**src/rtl/core/xec_pkg.sv**
```systemverilog
// xec_pkg: payload types, work descriptor and entity tables for the entity codec
// no dependencies
package xec_pkg;

  typedef struct packed {
    logic [7:0] in_byte;
    logic       end_of_string;
  } in_t;

  typedef struct packed {
    logic [7:0] out_byte;
    logic       out_last;
  } out_t;

  localparam int unsigned JobBytes = 5;
  localparam int unsigned HoldMax  = 4;
  localparam int unsigned NumEnt   = 4;

  typedef logic [2:0] job_cnt_t;

  // up to five output bytes produced by one request, in emission order
  typedef struct packed {
    logic [JobBytes-1:0][7:0] bytes;
    job_cnt_t                 count;
    logic                     last;
  } job_t;

  localparam logic [7:0] AmpChar = 8'h26;

  localparam logic [7:0] EntText [NumEnt][JobBytes] = '{
    '{8'h26, 8'h61, 8'h6d, 8'h70, 8'h3b},
    '{8'h26, 8'h78, 8'h32, 8'h32, 8'h3b},
    '{8'h26, 8'h6c, 8'h74, 8'h3b, 8'h00},
    '{8'h26, 8'h67, 8'h74, 8'h3b, 8'h00}
  };

  localparam job_cnt_t EntLen [NumEnt] = '{3'd5, 3'd5, 3'd4, 3'd4};

  localparam logic [7:0] EntChar [NumEnt] = '{8'h26, 8'h22, 8'h3c, 8'h3e};

endpackage

```
**src/rtl/core/xec_front.sv**
```systemverilog
// xec_front: direction register, partial entity hold and request classification
// depends on xec_pkg
module xec_front (
  input  logic          clk_i,
  input  logic          rst_ni,
  input  logic          cfg_we_i,
  input  logic          cfg_wdata_i,
  input  logic          accept_i,
  input  xec_pkg::in_t  in_data_i,
  output xec_pkg::job_t job_o
);

  logic                            dir_q, dir_d;
  logic [2:0]                      hc_q, hc_d;
  logic [xec_pkg::HoldMax-1:0][7:0] held_q;
  logic                            held_we;
  logic [1:0]                      held_wa;
  logic [7:0]                      b;
  logic                            eos;
  logic [2:0]                      len;
  logic [xec_pkg::NumEnt-1:0]      match;
  logic                            done, prefix, esc_hit;
  logic [7:0]                      done_char;
  logic [1:0]                      esc_k;

  assign b   = in_data_i.in_byte;
  assign eos = in_data_i.end_of_string;
  assign len = 3'(hc_q + 3'd1);

  always_comb begin
    for (int k = 0; k < xec_pkg::NumEnt; k++) begin
      match[k] = (len <= xec_pkg::EntLen[k]) && (b == xec_pkg::EntText[k][hc_q]);
      for (int i = 0; i < xec_pkg::HoldMax; i++) begin
        if (3'(i) < hc_q && held_q[i] != xec_pkg::EntText[k][i]) begin
          match[k] = 1'b0;
        end
      end
    end
  end

  always_comb begin
    done      = 1'b0;
    prefix    = 1'b0;
    done_char = b;
    esc_hit   = 1'b0;
    esc_k     = '0;
    for (int k = 0; k < xec_pkg::NumEnt; k++) begin
      if (match[k] && len == xec_pkg::EntLen[k]) begin
        done      = 1'b1;
        done_char = xec_pkg::EntChar[k];
      end
      if (match[k] && len < xec_pkg::EntLen[k]) begin
        prefix = 1'b1;
      end
      if (b == xec_pkg::EntChar[k]) begin
        esc_hit = 1'b1;
        esc_k   = 2'(k);
      end
    end
  end

  always_comb begin
    dir_d   = dir_q;
    hc_d    = hc_q;
    held_we = 1'b0;
    held_wa = '0;
    job_o.last  = eos;
    job_o.count = 3'd1;
    for (int i = 0; i < xec_pkg::HoldMax; i++) begin
      job_o.bytes[i] = (3'(i) < hc_q) ? held_q[i] : b;
    end
    job_o.bytes[xec_pkg::JobBytes-1] = b;

    if (!dir_q) begin
      if (esc_hit) begin
        job_o.count = xec_pkg::EntLen[esc_k];
        for (int i = 0; i < xec_pkg::JobBytes; i++) begin
          job_o.bytes[i] = xec_pkg::EntText[esc_k][i];
        end
      end
    end else if (done) begin
      job_o.bytes[0] = done_char;
      if (accept_i) begin
        hc_d = '0;
      end
    end else if (prefix && !eos && hc_q < 3'(xec_pkg::HoldMax)) begin
      job_o.count = '0;
      if (accept_i) begin
        held_we = 1'b1;
        held_wa = hc_q[1:0];
        hc_d    = len;
      end
    end else if (b == xec_pkg::AmpChar && !eos) begin
      // flush what is held and start a fresh entity
      job_o.count = hc_q;
      if (accept_i) begin
        held_we = 1'b1;
        held_wa = '0;
        hc_d    = 3'd1;
      end
    end else begin
      job_o.count = len;
      if (accept_i) begin
        hc_d = '0;
      end
    end

    if (cfg_we_i) begin
      dir_d = cfg_wdata_i;
      hc_d  = '0;
    end
  end

  always_ff @(posedge clk_i or negedge rst_ni) begin
    if (!rst_ni) begin
      dir_q <= 1'b0;
      hc_q  <= '0;
    end else begin
      dir_q <= dir_d;
      hc_q  <= hc_d;
    end
  end

  always_ff @(posedge clk_i) begin
    if (held_we) begin
      held_q[held_wa] <= b;
    end
  end

endmodule

```
**src/rtl/core/xec_queue.sv**
```systemverilog
// xec_queue: short job queue between the classifier and the byte serializer
// depends on xec_pkg
module xec_queue #(
  parameter int unsigned Depth = 2
) (
  input  logic          clk_i,
  input  logic          rst_ni,
  input  logic          push_i,
  input  xec_pkg::job_t push_data_i,
  input  logic          pop_i,
  output xec_pkg::job_t head_o,
  output logic          empty_o,
  output logic          full_o
);

  localparam int unsigned PtrW = (Depth > 1) ? $clog2(Depth) : 1;
  localparam int unsigned CntW = $clog2(Depth + 1);

  xec_pkg::job_t   mem_q [Depth];
  logic [PtrW-1:0] wr_q, wr_d, rd_q, rd_d;
  logic [CntW-1:0] cnt_q, cnt_d;

  assign empty_o = (cnt_q == '0);
  assign full_o  = (cnt_q == CntW'(Depth));
  assign head_o  = mem_q[rd_q];

  always_comb begin
    wr_d  = wr_q;
    rd_d  = rd_q;
    cnt_d = cnt_q;
    if (push_i) begin
      wr_d = (wr_q == PtrW'(Depth - 1)) ? '0 : PtrW'(wr_q + 1'b1);
    end
    if (pop_i) begin
      rd_d = (rd_q == PtrW'(Depth - 1)) ? '0 : PtrW'(rd_q + 1'b1);
    end
    if (push_i && !pop_i) begin
      cnt_d = CntW'(cnt_q + 1'b1);
    end else if (pop_i && !push_i) begin
      cnt_d = CntW'(cnt_q - 1'b1);
    end
  end

  always_ff @(posedge clk_i or negedge rst_ni) begin
    if (!rst_ni) begin
      wr_q  <= '0;
      rd_q  <= '0;
      cnt_q <= '0;
    end else begin
      wr_q  <= wr_d;
      rd_q  <= rd_d;
      cnt_q <= cnt_d;
    end
  end

  always_ff @(posedge clk_i) begin
    if (push_i) begin
      mem_q[wr_q] <= push_data_i;
    end
  end

`ifndef NO_ASSERTIONS
  a_cnt_bound: assert property (@(posedge clk_i) disable iff (!rst_ni)
    cnt_q <= CntW'(Depth))
    else $error("queue count above depth");
  a_no_overflow: assert property (@(posedge clk_i) disable iff (!rst_ni)
    push_i |-> !full_o)
    else $error("push into full queue");
  a_no_underflow: assert property (@(posedge clk_i) disable iff (!rst_ni)
    pop_i |-> !empty_o)
    else $error("pop from empty queue");
  a_cnt_grow: assert property (@(posedge clk_i) disable iff (!rst_ni)
    push_i && !pop_i |=> cnt_q == CntW'($past(cnt_q) + 1'b1))
    else $error("queue count did not follow push");
`endif

endmodule

```
**src/rtl/core/xec_back.sv**
```systemverilog
// xec_back: walks the head job one byte per cycle, while the output is not stalled, into the output register
// depends on xec_pkg
module xec_back (
  input  logic          clk_i,
  input  logic          rst_ni,
  input  xec_pkg::job_t head_i,
  input  logic          head_valid_i,
  output logic          pop_o,
  output logic          out_valid_o,
  input  logic          out_stall_i,
  output xec_pkg::out_t out_data_o
);

  logic          out_valid_q, out_valid_d;
  xec_pkg::out_t out_q;
  logic [2:0]    idx_q, idx_d;
  logic          load, at_end;

  assign load   = head_valid_i && (!out_valid_q || !out_stall_i);
  assign at_end = (3'(idx_q + 3'd1) == head_i.count);
  assign pop_o  = load && at_end;

  always_comb begin
    out_valid_d = out_valid_q;
    idx_d       = idx_q;
    if (load) begin
      out_valid_d = 1'b1;
      idx_d       = at_end ? '0 : 3'(idx_q + 3'd1);
    end else if (!out_stall_i) begin
      out_valid_d = 1'b0;
    end
  end

  always_ff @(posedge clk_i or negedge rst_ni) begin
    if (!rst_ni) begin
      out_valid_q <= 1'b0;
      idx_q       <= '0;
    end else begin
      out_valid_q <= out_valid_d;
      idx_q       <= idx_d;
    end
  end

  always_ff @(posedge clk_i) begin
    if (load) begin
      out_q.out_byte <= head_i.bytes[idx_q];
      out_q.out_last <= head_i.last && at_end;
    end
  end

  assign out_valid_o = out_valid_q;
  assign out_data_o  = out_q;

endmodule

```
**src/rtl/core/xml_entity_codec.sv**
```systemverilog
// xml_entity_codec: top level of the byte stream entity escape/unescape codec
// depends on xec_pkg, xec_front, xec_queue, xec_back
//
// One input byte is taken per cycle while the job queue (QueueDepth entries) has room;
// each request turns into 0 to 5 output bytes (1, 4 or 5 when escaping, 0 to 5 when
// decoding), and the output side sends one byte per cycle while out_stall_i is low, so
// plain text flows at one byte per cycle when neither side stalls. The first byte of a
// request passes through the job queue and then the output register before it appears.
// Direction writes drop any partially received entity.
module xml_entity_codec #(
  parameter int unsigned QueueDepth = 2
) (
  input  logic          clk_i,
  input  logic          rst_ni,
  input  logic          cfg_we_i,
  input  logic          cfg_wdata_i,
  input  logic          in_valid_i,
  output logic          in_stall_o,
  input  xec_pkg::in_t  in_data_i,
  output logic          out_valid_o,
  input  logic          out_stall_i,
  output xec_pkg::out_t out_data_o
);

  xec_pkg::job_t job, head;
  logic          accept, push, pop, q_empty, q_full;

  assign in_stall_o = q_full;
  assign accept     = in_valid_i && !q_full;
  assign push       = accept && (job.count != '0);

  xec_front u_front (
    .clk_i       (clk_i),
    .rst_ni      (rst_ni),
    .cfg_we_i    (cfg_we_i),
    .cfg_wdata_i (cfg_wdata_i),
    .accept_i    (accept),
    .in_data_i   (in_data_i),
    .job_o       (job)
  );

  xec_queue #(
    .Depth (QueueDepth)
  ) u_queue (
    .clk_i       (clk_i),
    .rst_ni      (rst_ni),
    .push_i      (push),
    .push_data_i (job),
    .pop_i       (pop),
    .head_o      (head),
    .empty_o     (q_empty),
    .full_o      (q_full)
  );

  xec_back u_back (
    .clk_i        (clk_i),
    .rst_ni       (rst_ni),
    .head_i       (head),
    .head_valid_i (!q_empty),
    .pop_o        (pop),
    .out_valid_o  (out_valid_o),
    .out_stall_i  (out_stall_i),
    .out_data_o   (out_data_o)
  );

endmodule

```
**config.mk**
```make
export PLATFORM = sky130hd
export DESIGN_NAME = xml_entity_codec
export DESIGN_NICKNAME = d
export VERILOG_FILES = /design/src/rtl/core/xec_pkg.sv /design/src/rtl/core/xec_front.sv /design/src/rtl/core/xec_queue.sv /design/src/rtl/core/xec_back.sv /design/src/rtl/core/xml_entity_codec.sv
export SDC_FILE = /design/constraint.sdc
export NUM_CORES = 1
export LEC_CHECK = 0
export ABC_AREA = 0
export BUFFER_PORTS_ARGS = -buffer_cell sky130_fd_sc_hd__buf_4
export CAP_MARGIN = 20
export CORE_MARGIN = 3
export CORE_UTILIZATION = 30
export DETAILED_ROUTE_END_ITERATION = 10
export PLACE_DENSITY = 0.52
export SLEW_MARGIN = 20
export SYNTH_ARGS = -nofsm -noshare
export SYNTH_HDL_FRONTEND = slang
export SYNTH_SLANG_ARGS = --single-unit
```
**constraint.sdc**
```tcl
create_clock -name clk_i -period 7.4 [get_ports clk_i]
set_input_delay 0.74 -clock clk_i [delete_from_list [all_inputs] [get_ports clk_i]]
set_output_delay 0.74 -clock clk_i [all_outputs]
set_load 0.1 [all_outputs]
```
After elaboration in Yosys (flattened, before gate mapping)
Memories as Yosys holds them, arrays and structs flattened.
Cells that the tools add are included.

cells by class
  eq/ne operators = 26
  multiplexer cells = 91
  add/sub/neg operators = 6
  reductions and logical operators = 47
  order comparisons = 14
  bitwise operators = 2

operators by type and width
  cell                   count
  $mux W8                19
  $bmux W40 S2           1
  $mux W40               2
  $ne A8 B7 Y1 const B   7
  $mux W43               1
  $mux W3                14
  $mux W1                40
  $logic_and A1 B1 Y1    34
  $bwmux W32             1
  $eq A8 B6 Y1 const B   4
  $eq A8 B8 Y1           4
  $mux W32               1
  $ne A8 B6 Y1 const B   4
  $bmux W8 S3            1
  $demux W8 S2           1
  $mux W2                8
  $mux W11               1
  $lt A3 B3 Y1 const B   3
  $ne A4 B3 Y1 const B   2
  $logic_not A1 Y1       7
  $add A3 B1 Y3 const B  2
  $bmux W3 S2            1
  $eq A3 B3 Y1 const B   2
  $le A3 B3 Y1 const B   2
  20 further kinds       24

word-level totals
  bits in read-only memories = 256
  input bits = 15
  output and inout port bits = 11
  register bits after elaboration = 53
  logic and storage cells = 204
  RAM bits = 88
  memories = 5

memory list
  name              words  bits a word  read ports  clocked after Yosys merged registers in  write ports  RTL line         RTL
  u_queue.mem_q     2      44           1           0                                        1            xec_queue.sv:19  xec_pkg::job_t mem_q [Depth];
  (name not given)  8      8            1           0                                        0            xec_front.sv:32  match[k] = (len <= xec_pkg::EntLen[k]) && (b == xec_pkg::EntText[k][hc_q]);
  (name not given)  8      8            1           0                                        0            xec_front.sv:32
  (name not given)  8      8            1           0                                        0            xec_front.sv:32
  (name not given)  8      8            1           0                                        0            xec_front.sv:32

Longest topological paths before layout
Gate-level depths: netlist (run 1).

  word-level depth = 26
  gate-level depth with buffers = 15
  depth with buffers taken out = 13

Cells and area by module
Synthesis (run 1) repeated with hierarchy kept, for this count alone.

unflattened totals
  cell total of the unflattened synthesis = 577
  area, all modules = 7567.3 µm²

by module, submodules not included
  module            sequential area each (µm²)  cells an instance  instances  area each (µm²)
  xec_queue         2742.6                      153                1          3562.2
  xec_front         1061.0                      349                1          3119.2
  xec_back          370.4                       72                 1          859.6
  xml_entity_codec  0.0                         3                  1          26.3

Worst setup path before layout (run 1)
Ideal clock, no wire load.

  path kind = register to register
  start = register u_front.hc_q[0]
  end = memory u_queue.mem_q[0][0] in the netlist's numbering, enable pin
  required time = 6949 ps
  stages on the path, launching flop included = 12
  clock period less this slack = 5431 ps
  path buffers = 1
  library setup time = 451 ps
  setup slack = 1969 ps
  data arrival time = 4980 ps
  path through = dfrtp_1 buf_2 clkinv_1 ha_1 or3_1 a211o_1 o2bb2ai_1 or4_4 a21oi_2 or2_2 o311a_4 nor2b_1

on the way
  cells in the longest elaborated chain, start to end = 24
  elaborated cells between the ends (all ways) = 86
  classes of those cells = 1 x add/sub; 9 x order compare; 6 x eq/ne; 38 x mux; 1 x bitwise; 27 x reduce/logical; 4 x memory

ends and longest elaborated chain
  item                                         RTL line                RTL
  start, declared                              xec_front.sv:14         logic [2:0] hc_q, hc_d;
  start signal, assigned                       xec_front.sv:117        hc_q <= '0;
  start signal, assigned                       xec_front.sv:120        hc_q <= hc_d;
  $not A3 Y4 (implied by the code)             xec_front.sv:32
  $mem_v2 Z8 W8                                -
  $mux W8 (implied by the code) (2 in series)  xec_front.sv:32
  $eq A8 B8 Y1                                 xec_front.sv:32
  $logic_and A1 B1 Y1                          xec_front.sv:32
  $mux W1 (4 in series)                        xec_front.sv:34         if (3'(i) < hc_q && held_q[i] != xec_pkg::EntText[k][i]) begin
  $logic_and A1 B1 Y1                          xec_front.sv:52         if (match[k] && len < xec_pkg::EntLen[k]) begin
  $mux W1 (4 in series)                        xec_front.sv:52
  $logic_and A1 B1 Y1 (2 in series)            xec_front.sv:86         end else if (prefix && !eos && hc_q < 3'(xec_pkg::HoldMax)) begin
  $mux W3                                      xec_front.sv:86
  $mux W3 *                                    xec_front.sv:81         end else if (done) begin
  $mux W11 *                                   xec_front.sv:74         if (!dir_q) begin
  $reduce_bool A3 Y1 *                         xml_entity_codec.sv:30  assign push = accept && (job.count != '0);
  $logic_and A1 B1 Y1 *                        xml_entity_codec.sv:30
  named net push                               xml_entity_codec.sv:26  logic accept, push, pop, q_empty, q_full;
  $mux W1 *                                    xec_queue.sv:57         if (push_i) begin
  $mux W1 (implied by the code) *              xec_queue.sv:58         mem_q[wr_q] <= push_data_i;
  end, declared                                xec_queue.sv:19

Mark *: on every way through the listed nets, which the timed path passes. The rest lies on a longest branch. The select of a mux whose other input is x is not followed.

Final worst setup path (run 1)
  start = register u_front.hc_q[0]
  end = register u_front.held_q[13] in the netlist's numbering, enable pin

on the way
  cells in the longest elaborated chain, start to end = 20
  elaborated cells between the ends (all ways) = 81
  classes of those cells = 1 x add/sub; 9 x order compare; 6 x eq/ne; 35 x mux; 1 x bitwise; 25 x reduce/logical; 4 x memory

ends and longest elaborated chain
  item                                         RTL line          RTL
  $not A3 Y4 (implied by the code)             xec_front.sv:32
  $mem_v2 Z8 W8                                -
  $mux W8 (implied by the code) (2 in series)  xec_front.sv:32
  $eq A8 B8 Y1                                 xec_front.sv:32
  $logic_and A1 B1 Y1                          xec_front.sv:32
  $mux W1 (4 in series)                        xec_front.sv:34
  $logic_and A1 B1 Y1                          xec_front.sv:52
  $mux W1 (4 in series)                        xec_front.sv:52
  $logic_and A1 B1 Y1 (2 in series)            xec_front.sv:86
  $mux W1                                      xec_front.sv:86
  $mux W1 *                                    xec_front.sv:81
  $mux W1 *                                    xec_front.sv:74
  end signal, assigned by index                xec_front.sv:126  held_q[held_wa] <= b;
  end, declared                                xec_front.sv:15   logic [xec_pkg::HoldMax-1:0][7:0] held_q;

Mark *: on every way between the ends. The rest lies on a longest branch, timed or not. The select of a mux whose other input is x is not followed.
A chain may end at the register's enable or synchronous reset.

==> results.cfg, run 1 <==
[worst_setup_path]
cp_top_family = simple AND/OR/NAND/NOR gates
ff2ff_setup_slack_ns = 2.67
cp_slowest_stage_delay_ns = 0.77
start_kind = flop
end_kind = flop
crit_fanout = 15
path_cells = clkinv_1 > ha_1 > or3_1 > a211o_1 > o2bb2ai_1 > or4_4 > a21oi_1 > a31oi_1 > nand2b_1 > nor3_1
cp.arrival_ns = 4.76
path_class = flop to flop
cp_data_required_time_ns = 7.43
critPathBufInv = 1
crit_path_top_delay_cell = nor3_1

[route]
wire_per_inst_um = 19.7
num_vias = 4420
wl_mm = 16.9
drtIter0Drc = 340
first_pass_iters = 5
drc_errors = 0
vias_per_cell = 5.15
ant_nets = 0

[synthesis]
synth_compound_area_share_pct = 8.71
synth_most_common_cell = edfxtp_1
ys_ff_latch = 141
syn_area_per_cell_um2 = 12.8
synth_edf_count = 129
synth_common_cells = 129 x edfxtp_1, 65 x nand2_1, 36 x nor2_1, 30 x mux2i_1, 20 x o21ai_0
synth_simple_gate_area_share_pct = 13.5
seq_area_frac_synth_pct = 60.1
synth_mux_area_share_pct = 9.67
synthAdderAreaFrac_pct = 2.52
synth_top_area_share_pct = 55.7
synth_top_family_by_area = simple AND/OR/NAND/NOR gates
synth-xor-area-share_pct = 3.02
synthFlopType = edfxtp_1
async_reset_ff_share_pct = 8.51
synth_cells = 544
synth.cell_area_um2 = 6950
ys_types = 62
synth_top_cell_by_area = edfxtp_1
syn_nets = 573
yosysWarnings = 0
synth_top_cells_by_area = edfxtp_1 56%, mux4_2 5.2%, dfrtp_1 4.3%

[cells_and_area]
fin_cells = 858
finalInstanceArea_um2 = 7970
diodes = 0
syn_to_final_growth_pct = 14.7
nNetsFinal = 589
drive_gt1_share_pct = 15.9
fillerInstances = 2224

[placement]
hpwl_mm = 12.0
io_buffers = 25
dp_cells = 826
place_area_um2 = 7390
place_congestion = 0.892

[global_route]
grt_pass1_wl_mm = 26.5
grt_pass1_vias = 4399
grt.total_usage_pct = 14.2
antenna_found_initial = 0
grt_max_degree = 45
overflow = 0

[floorplanning]
row_count = 55
core_area_um2 = 22700
die_w_um = 158
ios = 26
die_y_um = 158
start_util_pct = 30.6
die_area_um2 = 25000

[timing]
fin_setup_tns_ns = 0
slew_viol_final = 0
finalHoldViolCount = 0
rsz0062_at_grt = no
clock_skew_ns = 0.00666
finalWorstPathRequiredPeriod_ns = 4.73
slew_headroom_pct = 34.8
setup_viol_count_final = 0
fmax_mhz = 211
tightest_slew_ns = 0.978
finalCritPeriodShare_pct = 63.9

[clock_network]
clk-insertion-delay-late_ns = 0.41
cts_tree = done
clockBufferDepth = 2
cts_buffers = 17
root_buffer = clkbuf_16
cts_sinks = 141
cts_hold_repair.buffers = 0
post_cts_buffers = 0
ctsResizeCount = 0
clk_pin_slew_ns = 0.06
cts_htree_levels = 4

[power]
power_density_nw_per_um2 = 348
power_leakage_uw = 0.00275
ir_worst_vdd_mv = 0.166

[status]
status = completed

[flow_run]
max-cap-violations = 0

[worst_hold_path]
hp-class = primary input to asynchronous set/reset pin
-- cells in the final DEF, fill, tap and decap left out, types with 3 or more instances in the layout --
cell type  count
nor2b_1        9
mux2i_1       30
a22o_1         4
nand3_1       12
nor3_1         9
ha_1          14
nand2b_1       3
mux4_2        16
and2_1         5
clkinv_2       3
o22ai_1       11
inv_1         11
edfxtp_1     129
nor3b_1        4
nor4bb_1       3
or3_1          5
or2_2          4
a21oi_1       17
nand2_1       65
nor2_1        36
o21ai_0       20
a31oi_1       13
nor4b_1        3
dfrtp_1       11
buf_4         27
nand4_1        7
clkinv_1       3
xnor2_1       16
and3_1         5
xor2_1         8
clkbuf_16     17
-- kinds of logic (layout without fill, tap and decap cells) --
family / count (synthesis) / after routing
DFF: 141 / 141
muxes: 47 / 47
AOI/OAI and AO/OA: 91 / 91
adders and majority gates: 14 / 14
and+or+nand+nor: 185 / 185
xor gates and xnor gates: 24 / 24
buffers and inverters: 42 / 71
-- state kept, by name (all words and copies together) (netlist names) --
name	flops
u_front.dir_q	1
u_queue.rd_q	1
u_queue.wr_q	1
u_front.hc_q	3
u_queue.cnt_q	2
u_back.out_data_o	9
u_queue.mem_q	88
u_back.out_valid_o	1
u_back.idx_q	3
u_front.held_q	32
-- power by group --
group | switching (µW) | internal [µW]
Clock | 325 | 496
Sequential | 131 | 1070
Combinational | 479 | 275
Total | 935 | 1840
-- area by class of cell --
type,instances,area (µm²),share of cell area (%)
Inverter,12,45.0,0.565
Multi-Input combinational cell,361,2620,32.9
Clock buffer,18,429,5.38
Tap cell,285,357,4.47
Timing Repair Buffer,27,203,2.54
Sequential cell,141,4180,52.4
Clock inverter,14,144,1.80
-- layer usage --
layer  vias up  GRT usage [%]  share of wire [%]
met2       101           21.8                 46
met4         0           2.87               0.84
met5         -              0                  0
met3        13           3.50                4.5
met1      2208           20.6                 48
li1       2098              -                  -
-- final timing paths --
path,startpoint,endpoint,cells past startpoint
max in group asynchronous,rst_ni,u_queue.rd_q,1
min in group clk_i,u_back.out_valid_o,u_back.out_valid_o,2
min,rst_ni,u_front.hc_q[2],1
max reg2reg,u_front.hc_q[0],u_front.held_q[13],10
min reg2reg,u_back.out_valid_o,u_back.out_valid_o,2
max,u_front.hc_q[0],u_front.held_q[13],10
-- through the flow --
step           utilization (%)  power (µW)  hold slack (ns)  worst slack (ns)
2_1_floorplan                -        1790            0.444              1.97
3_3_place_gp              32.5        1980            0.471              2.69
3_5_place_dp              32.5        2000            0.490              2.51
4_1_cts                   35.1        2820            0.143              2.48
5_1_grt                   35.1        2920            0.141              2.35
6_report                  35.1        2780            0.158              2.67
Note: power is estimated with default switching activity, not from simulation.
==> run 2, diff against run 1 <==
- clock period: 7.4 -> 4.6 ns (I/O delays scaled with it)
==> results.cfg, run 2 (synthesis gave the netlist of run 1 again) <==
[power]
seqPwrFrac_pct = 39.5
switchingPower_uw = 1520
p_int_uw = 3170
p_comb_share_pct = 28.1
power_leakage_uw = 0.00285
power_density_nw_per_um2 = 576
ir_worst_vdd_mv = 0.244
power_frac_clock_pct = 32.4
switching_share_pct = 32.4

[cells_and_area]
diodes = 0
drive_gt1_share_pct = 17.1
largest_reg_flops = 88
layout_commonest_cell = edfxtp_1
nNetsFinal = 600
fillerInstances = 2227
ff_latch_area_um2 = 4180
syn_to_final_growth_pct = 17.3
final_cell_mix = 129 x edfxtp_1, 65 x nand2_1, 36 x nor2_1
multi_input_area_um2 = 2610
top_register = u_queue.mem_q

[clock_network]
root_buffer = clkbuf_16
clockBufferDepth = 2
cts_buffers = 17
cts_htree_levels = 4
cts_tree = done
clk-insertion-delay-late_ns = 0.43
cts_hold_repair.buffers = 1
cts_sinks = 141
clk_pin_slew_ns = 0.07
ctsResizeCount = 0
post_cts_buffers = 0

[floorplanning]
core_area_um2 = 22700
start_util_pct = 30.6
ios = 26
die_w_um = 158
die_area_um2 = 25000
row_count = 55
die_y_um = 158

[worst_setup_path]
cp_top_family = compound AO/OA/AOI/OAI gates
crit_top_cell = or3_1
cp_slowest_stage_delay_ns = 0.58
r2r-start = u_front.hc_q[1]
end_kind = flop
crit_start = u_front.hc_q[1]
cp_data_required_time_ns = 4.65
path_cells = inv_1 > ha_1 > or3_1 > a211oi_2 > o2bb2ai_1 > or4_4 > a21oi_1 > a31oi_1 > or3_1 > a21boi_1
path_class = flop to flop
critPathBufInv = 1
crit_path_top_delay_cell = dfrtp_1
cp.arrival_ns = 4.02
start_kind = flop
crit_fanout = 12

[route]
drc_errors = 0
wl_met2_mm = 7.63
ant_nets = 0
met3_length_um = 842
num_vias = 4486
top_layer = met4
wl_mm = 16.8
routedLengthMet1_mm = 7.91
drtIter0Drc = 490
wire_per_inst_um = 19.3
vias_per_cell = 5.16
first_pass_iters = 5

[worst_hold_path]
hp-start = cfg_we_i
hp-class = primary input to flop

[global_route]
antenna_found_initial = 0
overflow = 0
grt_pass1_vias = 4632
grt_pass1_wl_mm = 26.6
grt.total_usage_pct = 14.2
grt_max_degree = 45

[timing]
finalWorstPathRequiredPeriod_ns = 3.96
fin_setup_tns_ns = 0
clock_skew_ns = 0.0154
setup_ws_ns = 0.636
setup_viol_count_final = 0
finalHoldViolCount = 0
rsz0062_at_grt = no
slew_headroom_pct = 44.7
slew_viol_final = 0
finalCritPeriodShare_pct = 86.2
fmax_mhz = 252
tightest_slew_ns = 0.826

[placement]
io_buffers = 25
pre_cts_slack_ns = 0.627
hpwl_mm = 11.7
place_congestion = 0.896

[status]
status = completed

[flow_run]
max-cap-violations = 0
[run 2: metal layers]
| metal | vias up | global-route usage [%] |
|---|---|---|
| met5 | - | 0 |
| met4 | 0 | 5.49 |
| met3 | 28 | 3.25 |
| met2 | 120 | 21.5 |
| met1 | 2219 | 20.0 |
| li1 | 2119 | - |
[run 2: area by class of cell]
class	count	area share [%]
clock buffers	20	5.48
repair buffers	38	3.84
inverters	12	0.553
multi-input cells	361	32.0
well taps	285	4.37
clock inverters	12	2.53
flip-flops and latches	141	51.2
[run 2: power groups by stage]
stage | logic [µW] | clock network (µW) | registers, µW
CTS | 1350 | 1550 | 1860
global route | 1420 | 1600 | 1890
floorplan | 733 | 0 | 2140
finish | 1320 | 1520 | 1850
detailed placement | 1350 | 0 | 1890
global placement | 1330 | 0 | 1880
[run 2: path summary, 6_finish.rpt]
path / endpoint / slack, ns / depth (start not counted)
min in group asynchronous: u_front.hc_q[0] / 0.41 / 2
max in group asynchronous: u_queue.rd_q / 4.01 / 2
max: u_front.held_q[4] / 0.64 / 10
max reg2reg: u_front.held_q[4] / 0.64 / 10
min: u_front.hc_q[0] / 0.23 / 2
min reg2reg: u_back.out_valid_o / 0.48 / 2
[run 2: stage by stage]
stage	utilization, %	instance area [µm²]	hold WS (ns)	cells	power, µW
finish	35.9	8150	0.232	869	4690
global route	35.9	8150	0.222	869	4910
CTS	35.9	8150	0.209	869	4760
detailed placement	33.0	7490	0.319	836	3230
global placement	33.0	7490	0.313	836	3210
floorplan	-	6950	0.164	544	2880
==> run 3, diff against run 2 <==
- BUFFER_PORTS_ARGS: -buffer_cell sky130_fd_sc_hd__buf_4 -> not set
- DONT_BUFFER_PORTS: not set -> 1
- PLACE_DENSITY: 0.52 -> 0.51
==> results.cfg, run 3 (synthesis gave the netlist of run 1 again) <==
[timing]
slew_viol_final = 0
fin_setup_tns_ns = 0
rsz0062_at_grt = no
fmax_mhz = 239
holdWs_ns = 0.133
tightest_slew_ns = 0.894
setup_viol_count_final = 0
slew_headroom_pct = 40.4
clock_skew_ns = 0.0145
finalHoldViolCount = 0
finalCritPeriodShare_pct = 90.8
finalWorstPathRequiredPeriod_ns = 4.18

[route]
ant_nets = 0
wire_per_inst_um = 20.2
drc_errors = 0
first_pass_iters = 5
wl_mm = 17.1
drtIter0Drc = 442
vias_per_cell = 5.28
num_vias = 4471

[cells_and_area]
drive_gt1_share_pct = 14.1
ff_latch_area_um2 = 4180
top_register = u_queue.mem_q
nNetsFinal = 578
multi_input_area_um2 = 2610
fin_util_pct = 34.6
layout_commonest_cell = edfxtp_1
diodes = 0
syn_to_final_growth_pct = 13.1
largest_reg_flops = 88
final_cell_mix = 129 x edfxtp_1, 65 x nand2_1, 36 x nor2_1
fillerInstances = 2212

[worst_setup_path]
path_class = flop to flop
cp_data_required_time_ns = 4.67
crit_fanout = 27
start_kind = flop
ff2ff_setup_slack_ns = 0.42
cp.arrival_ns = 4.25
r2r_end = u_queue.mem_q[0][19]
crit_start = u_front.hc_q[1]
end_kind = flop
r2r_cells = 11
crit_path_end = u_queue.mem_q[0][19]
r2r-start = u_front.hc_q[1]

[global_route]
antenna_found_initial = 0
overflow = 0
grt_pass1_vias = 4419
grt_max_degree = 45
grt_pass1_wl_mm = 26.0
grt.total_usage_pct = 14.0

[clock_network]
cts_sinks = 141
cts_htree_levels = 4
cts_tree = done
clk_pin_slew_ns = 0.07
root_buffer = clkbuf_16
post_cts_buffers = 0
clockBufferDepth = 2
clk-insertion-delay-late_ns = 0.42
cts_buffers = 17
ctsResizeCount = 0

[placement]
hpwl_mm = 12.2
place_congestion = 0.868
io_buffers = 0

[floorplanning]
ios = 26
start_util_pct = 30.6
row_count = 55
die_y_um = 158
die_area_um2 = 25000
die_w_um = 158
core_area_um2 = 22700

[power]
power_density_nw_per_um2 = 551
power_leakage_uw = 0.00268
ir_worst_vdd_mv = 0.257

[flow_run]
max-cap-violations = 0

[status]
status = completed

[worst_hold_path]
hp-class = primary input to flop
holdPathStages = 0
[run 3: layer usage]
layer | track usage, % | vias to the layer above | wire length, µm
li1 | - | 2074 | -
met1 | 19.6 | 2220 | 8100
met2 | 21.2 | 148 | 7720
met3 | 3.61 | 29 | 931
met4 | 5.24 | 0 | 400
met5 | 0 | - | 0
[run 3: critical path, cell delays in order, from the launching register on]
cell	delay, ns
dfrtp_1	0.57
inv_1	0.22
ha_1	0.31
or3_1	0.34
a211oi_2	0.20
o2bb2ai_1	0.11
or4_4	0.57
a21oi_2	0.17
or2_2	0.16
o311a_4	0.23
nor2b_4	0.48
buf_4	0.45
[run 3: per-stage QoR]
step | area [µm²] | std cells | total power (µW) | setup WS (ns)
finish | 7860 | 847 | 4330 | 0.423
global route | 7860 | 847 | 4540 | 0.129
CTS | 7860 | 847 | 4390 | 0.398
detailed placement | 7300 | 814 | 3110 | 0.421
global placement | 7300 | 814 | 3090 | 0.497
floorplan | 6950 | 544 | 2880 | 0.0114
[run 3: worst min-delay path by stage]
stage / from / endpoint
final: in_data_i[2] / u_front.held_q[17]
after CTS: in_data_i[2] / u_front.held_q[17]
after global placement: rst_ni / u_front.hc_q[1]
after floorplan: rst_ni / u_back.idx_q[0]
after detailed placement: rst_ni / u_front.hc_q[1]
after global routing: in_data_i[2] / u_front.held_q[17]
[run 3: cell type report]
type                    instances  area share, %
flip-flops and latches        141           53.1
multi-input cells             361           33.2
clock buffers                  21           5.98
well taps                     285           4.54
repair buffers                 16           1.56
clock inverters                11           1.05
inverters                      12          0.573
[run 3: report_power, final]
| part | internal (µW) | leakage [µW] | switching (µW) | total, µW |
|---|---|---|---|---|
| registers | 1730 | 0.00134 | 461 | 2190 |
| clock network | 736 | 0.000259 | 534 | 1270 |
| logic | 385 | 0.00109 | 489 | 874 |
[run 3: what timing repair did]
action	CTS	global route
endpoints found under the hold margin	12	0
hold buffers	1	0
endpoints found under the setup margin	0	0
